### src/rtl/tbef_sqrt_pipe.sv
module tbef_sqrt_pipe #(
  parameter int LW  = 33,
  parameter int SBW = 1
) (
  input  logic              clk_i,
  input  logic              rst_ni,
  input  logic              en_i,
  input  logic              valid_i,
  input  logic [2*LW-1:0]   rad_i,
  input  logic [SBW-1:0]    sb_i,
  output logic              valid_o,
  output logic [LW-1:0]     root_o,
  output logic [SBW-1:0]    sb_o
);
  // one root bit per stage, restoring square root
  localparam int RMW = LW + 2;

  logic            v_q    [LW];
  logic [RMW-1:0]  rem_q  [LW];
  logic [LW-1:0]   root_q [LW];
  logic [SBW-1:0]  sb_q   [LW];
  logic [2*LW-1:0] rad_q  [LW-1];

  logic [RMW-1:0]  rem_d  [LW];
  logic [LW-1:0]   root_d [LW];
  logic [2*LW-1:0] rad_d  [LW];

  for (genvar k = 0; k < LW; k++) begin : g_stage
    logic [RMW-1:0]  rem_in, cur, trial;
    logic [LW-1:0]   root_in;
    logic [2*LW-1:0] rad_in;
    logic            fit;
    if (k == 0) begin : g_first
      assign rem_in  = '0;
      assign root_in = '0;
      assign rad_in  = rad_i;
    end else begin : g_next
      assign rem_in  = rem_q[k-1];
      assign root_in = root_q[k-1];
      assign rad_in  = rad_q[k-1];
    end
    assign cur       = {rem_in[RMW-3:0], rad_in[2*LW-1 -: 2]};
    assign trial     = {root_in, 2'b01};
    assign fit       = (cur >= trial);
    assign rem_d[k]  = fit ? (cur - trial) : cur;
    assign root_d[k] = {root_in[LW-2:0], fit};
    assign rad_d[k]  = {rad_in[2*LW-3:0], 2'b00};
  end

  always_ff @(posedge clk_i or negedge rst_ni) begin
    if (!rst_ni) begin
      for (int k = 0; k < LW; k++) v_q[k] <= 1'b0;
    end else if (en_i) begin
      v_q[0] <= valid_i;
      for (int k = 1; k < LW; k++) v_q[k] <= v_q[k-1];
    end
  end

  always_ff @(posedge clk_i) begin
    if (en_i) begin
      sb_q[0] <= sb_i;
      for (int k = 1; k < LW; k++) sb_q[k] <= sb_q[k-1];
      for (int k = 0; k < LW; k++) begin
        rem_q[k]  <= rem_d[k];
        root_q[k] <= root_d[k];
      end
      for (int k = 0; k < LW - 1; k++) rad_q[k] <= rad_d[k];
    end
  end

  assign valid_o = v_q[LW-1];
  assign root_o  = root_q[LW-1];
  assign sb_o    = sb_q[LW-1];

endmodule

### config.mk
export PLATFORM = sky130hd
export DESIGN_NAME = tbef_sqrt_pipe
export DESIGN_NICKNAME = d
export VERILOG_FILES = /design/src/rtl/tbef_sqrt_pipe.sv
export SDC_FILE = /design/constraint.sdc
export NUM_CORES = 2
export LEC_CHECK = 0
export CORE_UTILIZATION = 29
export CTS_CLUSTER_DIAMETER = 200
export CTS_CLUSTER_SIZE = 14
export DETAILED_ROUTE_END_ITERATION = 7
export DONT_BUFFER_PORTS = 1
export PLACE_DENSITY = 0.49
export SLEW_MARGIN = 20
export SYNTH_ARGS = -nofsm -noshare
export SYNTH_HDL_FRONTEND = slang
export SYNTH_MEMORY_MAX_BITS = 65536
export SYNTH_SLANG_ARGS = --single-unit
### constraint.sdc
create_clock -name clk_i -period 6.39 [get_ports clk_i]
set_clock_uncertainty 0.2 [all_clocks]
set_input_delay 0.3195 -clock clk_i [delete_from_list [all_inputs] [get_ports clk_i]]
set_output_delay 0.3195 -clock clk_i [all_outputs]
set_load 0.02 [all_outputs]
==> impl_metrics.py <==
metrics = {
    "run_status": {
        "status": "finished clean",
    },
    "setup_path": {
        "worstSetupStartpointType": "flop",
        "path_class": "reg2reg",
        "cp-end-kind": "flop",
        "crit_fanout": 22,
        "reg2reg_slack_ns": 1.28,
        "worstPathArrival_ns": 5.55,
        "cp_cell_sequence": "ha_1 -> o21a_1 -> o21a_1 -> o31ai_1 -> o31ai_1 -> o41ai_1 -> o21ai_0 -> a31oi_2 -> nor3_1 -> nand4_1 -> xnor2_1",
        "slowest_delay_ns": 0.93,
        "cpMaxStageDelayCell": "a31oi_2",
        "required_ns": 6.83,
    },
    "pwr": {
        "finalPower_w": 0.0469,
        "leakage_nw": 51.2,
        "p_per_area_nw_per_um2": 340,
        "ir_drop_mv": 0.261,
    },
    "global_route": {
        "grt_overflow": 0,
        "grt_pass1_wl_mm": 411,
        "grt_pass1_vias": 72800,
        "grt_max_degree": 218,
        "antenna_found_initial": 4,
        "grt_util_all_layers_pct": 11.9,
    },
    "cts": {
        "clock-root-buffer": "clkbuf_16",
        "clock_latency_ns": 0.95,
        "clkSinkCount": 2690,
        "cts.htree.levels": 4,
        "cts_buffers": 214,
        "cts_buffer_depth": 4,
        "cts-resized-gates": 0,
        "cts.clk_slew.worst_paths_ns": 0.07,
        "tritoncts": "built",
    },
    "floorplanning": {
        "start_util_pct": 29.2,
        "rows": 239,
        "io_pins": 106,
        "core_area_um2": 424000,
        "die_h_um": 655,
        "die_area_um2": 430000,
        "die_width_um": 655,
    },
    "place": {
        "io_buffers": 0,
        "dp.final_hpwl_mm": 184,
        "place_worst_setup_slack_ns": 1.35,
        "gp_congestion": 0.893,
        "placed_cell_area_um2": 131000,
    },
    "logic_synthesis": {
        "synth.top_cell.area_share_pct": 64.4,
        "ys_top_cells_by_area": "edfxtp_1, ha_1, xnor2_1, xor2_1, inv_1",
        "yosysSeqAreaShare_pct": 65.1,
        "syn_inst": 9440,
        "yosysMostFrequentCell": "edfxtp_1",
        "async_flop_share_pct": 1.23,
        "synth_commonest_cells": "edfxtp_1, inv_1, nand2_1",
        "ys_types": 80,
        "synth-main-ff-cell": "edfxtp_1",
        "syn-mean-instance-area_um2": 13.1,
        "ys_seq_elements": 2690,
        "syn_nets": 10100,
        "yosysTopAreaCell": "edfxtp_1",
        "synth_edf_count": 2657,
        "yosysWarningCount": 0,
        "synth_area_um2": 124000,
    },
    "finish": {
        "area_delta_synth_final_pct": 11.6,
        "drive_gt1_share_pct": 5.21,
        "design_area_um2": 138000,
        "fill_cells": 41400,
        "multi_input_area_um2": 39800,
        "postLayoutCoreUtil_pct": 32.6,
        "nets": 10300,
        "seq_area_um2": 80600,
    },
    "sta": {
        "setup_violations": 0,
        "fin_tns_setup_ns": 0,
        "slew_headroom_pct": 20.0,
        "fmax_mhz": 196,
        "rsz0062_at_grt": "false",
        "period_minus_slack_ns": 5.11,
        "period_share_pct": 80.0,
        "timing.final.ws_setup_ns": 1.28,
        "finalHoldViolations": 0,
        "drv_slew": 0,
        "tightest_slew_ns": 1.19,
    },
    "detailed_routing": {
        "vias_per_cell": 4.71,
        "wl_per_cell_um": 17.0,
        "drtPass1Iterations": 6,
        "drc": 0,
        "routed_wl_mm": 262,
        "drtAntennaViolNets": 0,
        "via_count": 72300,
        "drt_iter0_drc": 5091,
    },
    "min_path": {
        "hold_class": "in2reg",
    },
    "run": {
        "max_cap_viol_count": 0,
    },
}
[per-stage QoR]
| step | hold slack, ns | instances |
|---|---|---|
| after floorplan | -0.176 | 9440 |
| after global placement | -0.172 | 15000 |
| after detailed placement | -0.172 | 15000 |
| after CTS | 0.00193 | 15400 |
| after global routing | 0.0247 | 15400 |
| final | 0.0465 | 15400 |
[worst max-delay path, delay by kind of cell, from the launching register on]
| kind | cells | cell delay, ns |
|---|---|---|
| flip-flops | 1 | 0.42 |
| AND/OR/NAND/NOR | 2 | 0.51 |
| AO/OA/AOI/OAI | 7 | 3.26 |
| XOR/XNOR | 1 | 0.08 |
| adder cells (fa/ha/maj) | 1 | 0.37 |
[kinds of logic after synthesis]
logic type | synth area share, %
mux | 1.51
xor+xnor | 5.84
compound gates | 9.47
simple gates | 9.25
flops | 65.1
buf+inv | 2.81
fa+ha+maj | 6.01
other cells | 0.00303
[power breakdown]
part | internal [W] | switching, W | leakage (nW)
Sequential | 0.0224 | 0.00148 | 26.0
Clock | 0.00610 | 0.00609 | 2.78
Combinational | 0.00462 | 0.00624 | 22.4
[layer usage]
metal  GRT usage (%)  vias up  wire length (µm)
met4            3.77        2              8140
met1            14.7    35300            113000
met2            21.2     1395            131000
met5               0        -                13
li1                -    35200                 -
met3            1.54      450              9370
[state kept, by name, summed over array words and instances (netlist names)]
| name | count |
|---|---|
| valid_o | 1 |
| root_q | 561 |
| rad_q | 1056 |
| rem_q | 1007 |
| sb_q | 33 |
| v_q | 32 |
[final timing paths]
check | depth (start not counted) | end | startpoint
worst max-delay path | 11 | rem_q[0][660]$_DFFE_PP_ | rem_q[0][595]$_DFFE_PP_
worst min-delay path | 1 | rad_q[0][8]$_DFFE_PP_ | rad_i[8]
worst max register to register | 11 | rem_q[0][660]$_DFFE_PP_ | rem_q[0][595]$_DFFE_PP_
worst min register to register | 0 | rad_q[1][59]$_DFFE_PP_ | rad_q[0][1017]$_DFFE_PP_
max in group asynchronous | 4 | v_q[28]$_DFFE_PN0P_ | rst_ni
min in group asynchronous | 4 | valid_o$_DFFE_PN0P_ | rst_ni
[cell type report]
cell class	instances	share of cell area, %
antenna	5	0.00905
multi-input combinational	5825	28.8
tap	5663	5.13
timing repair buffer	192	1.63
sequential	2690	58.3
clock inverter	6	0.0932
inverter	738	2.00
clock buffer	243	4.03
[placed cells by master, fill, tap and decap left out, drive strengths merged, types with 93 or more instances in the layout]
master,instances
xnor2,419
nor3,212
clkbuf,243
nand2b,128
nor4,104
mux2,157
a21o,265
nor2b,93
nand3,141
dlygate4sd3,140
edfxtp,2657
inv,739
a21oi,544
xor2,407
nand2,668
o21a,103
ha,595
nor2,539
o21ai,525
[repair_timing]
item | CTS | global route
hold buffers | 143 | 0
endpoints found under the hold margin | 427 | 0
setup buffers | 0 | 0
(Power assumes the default switching activity.)
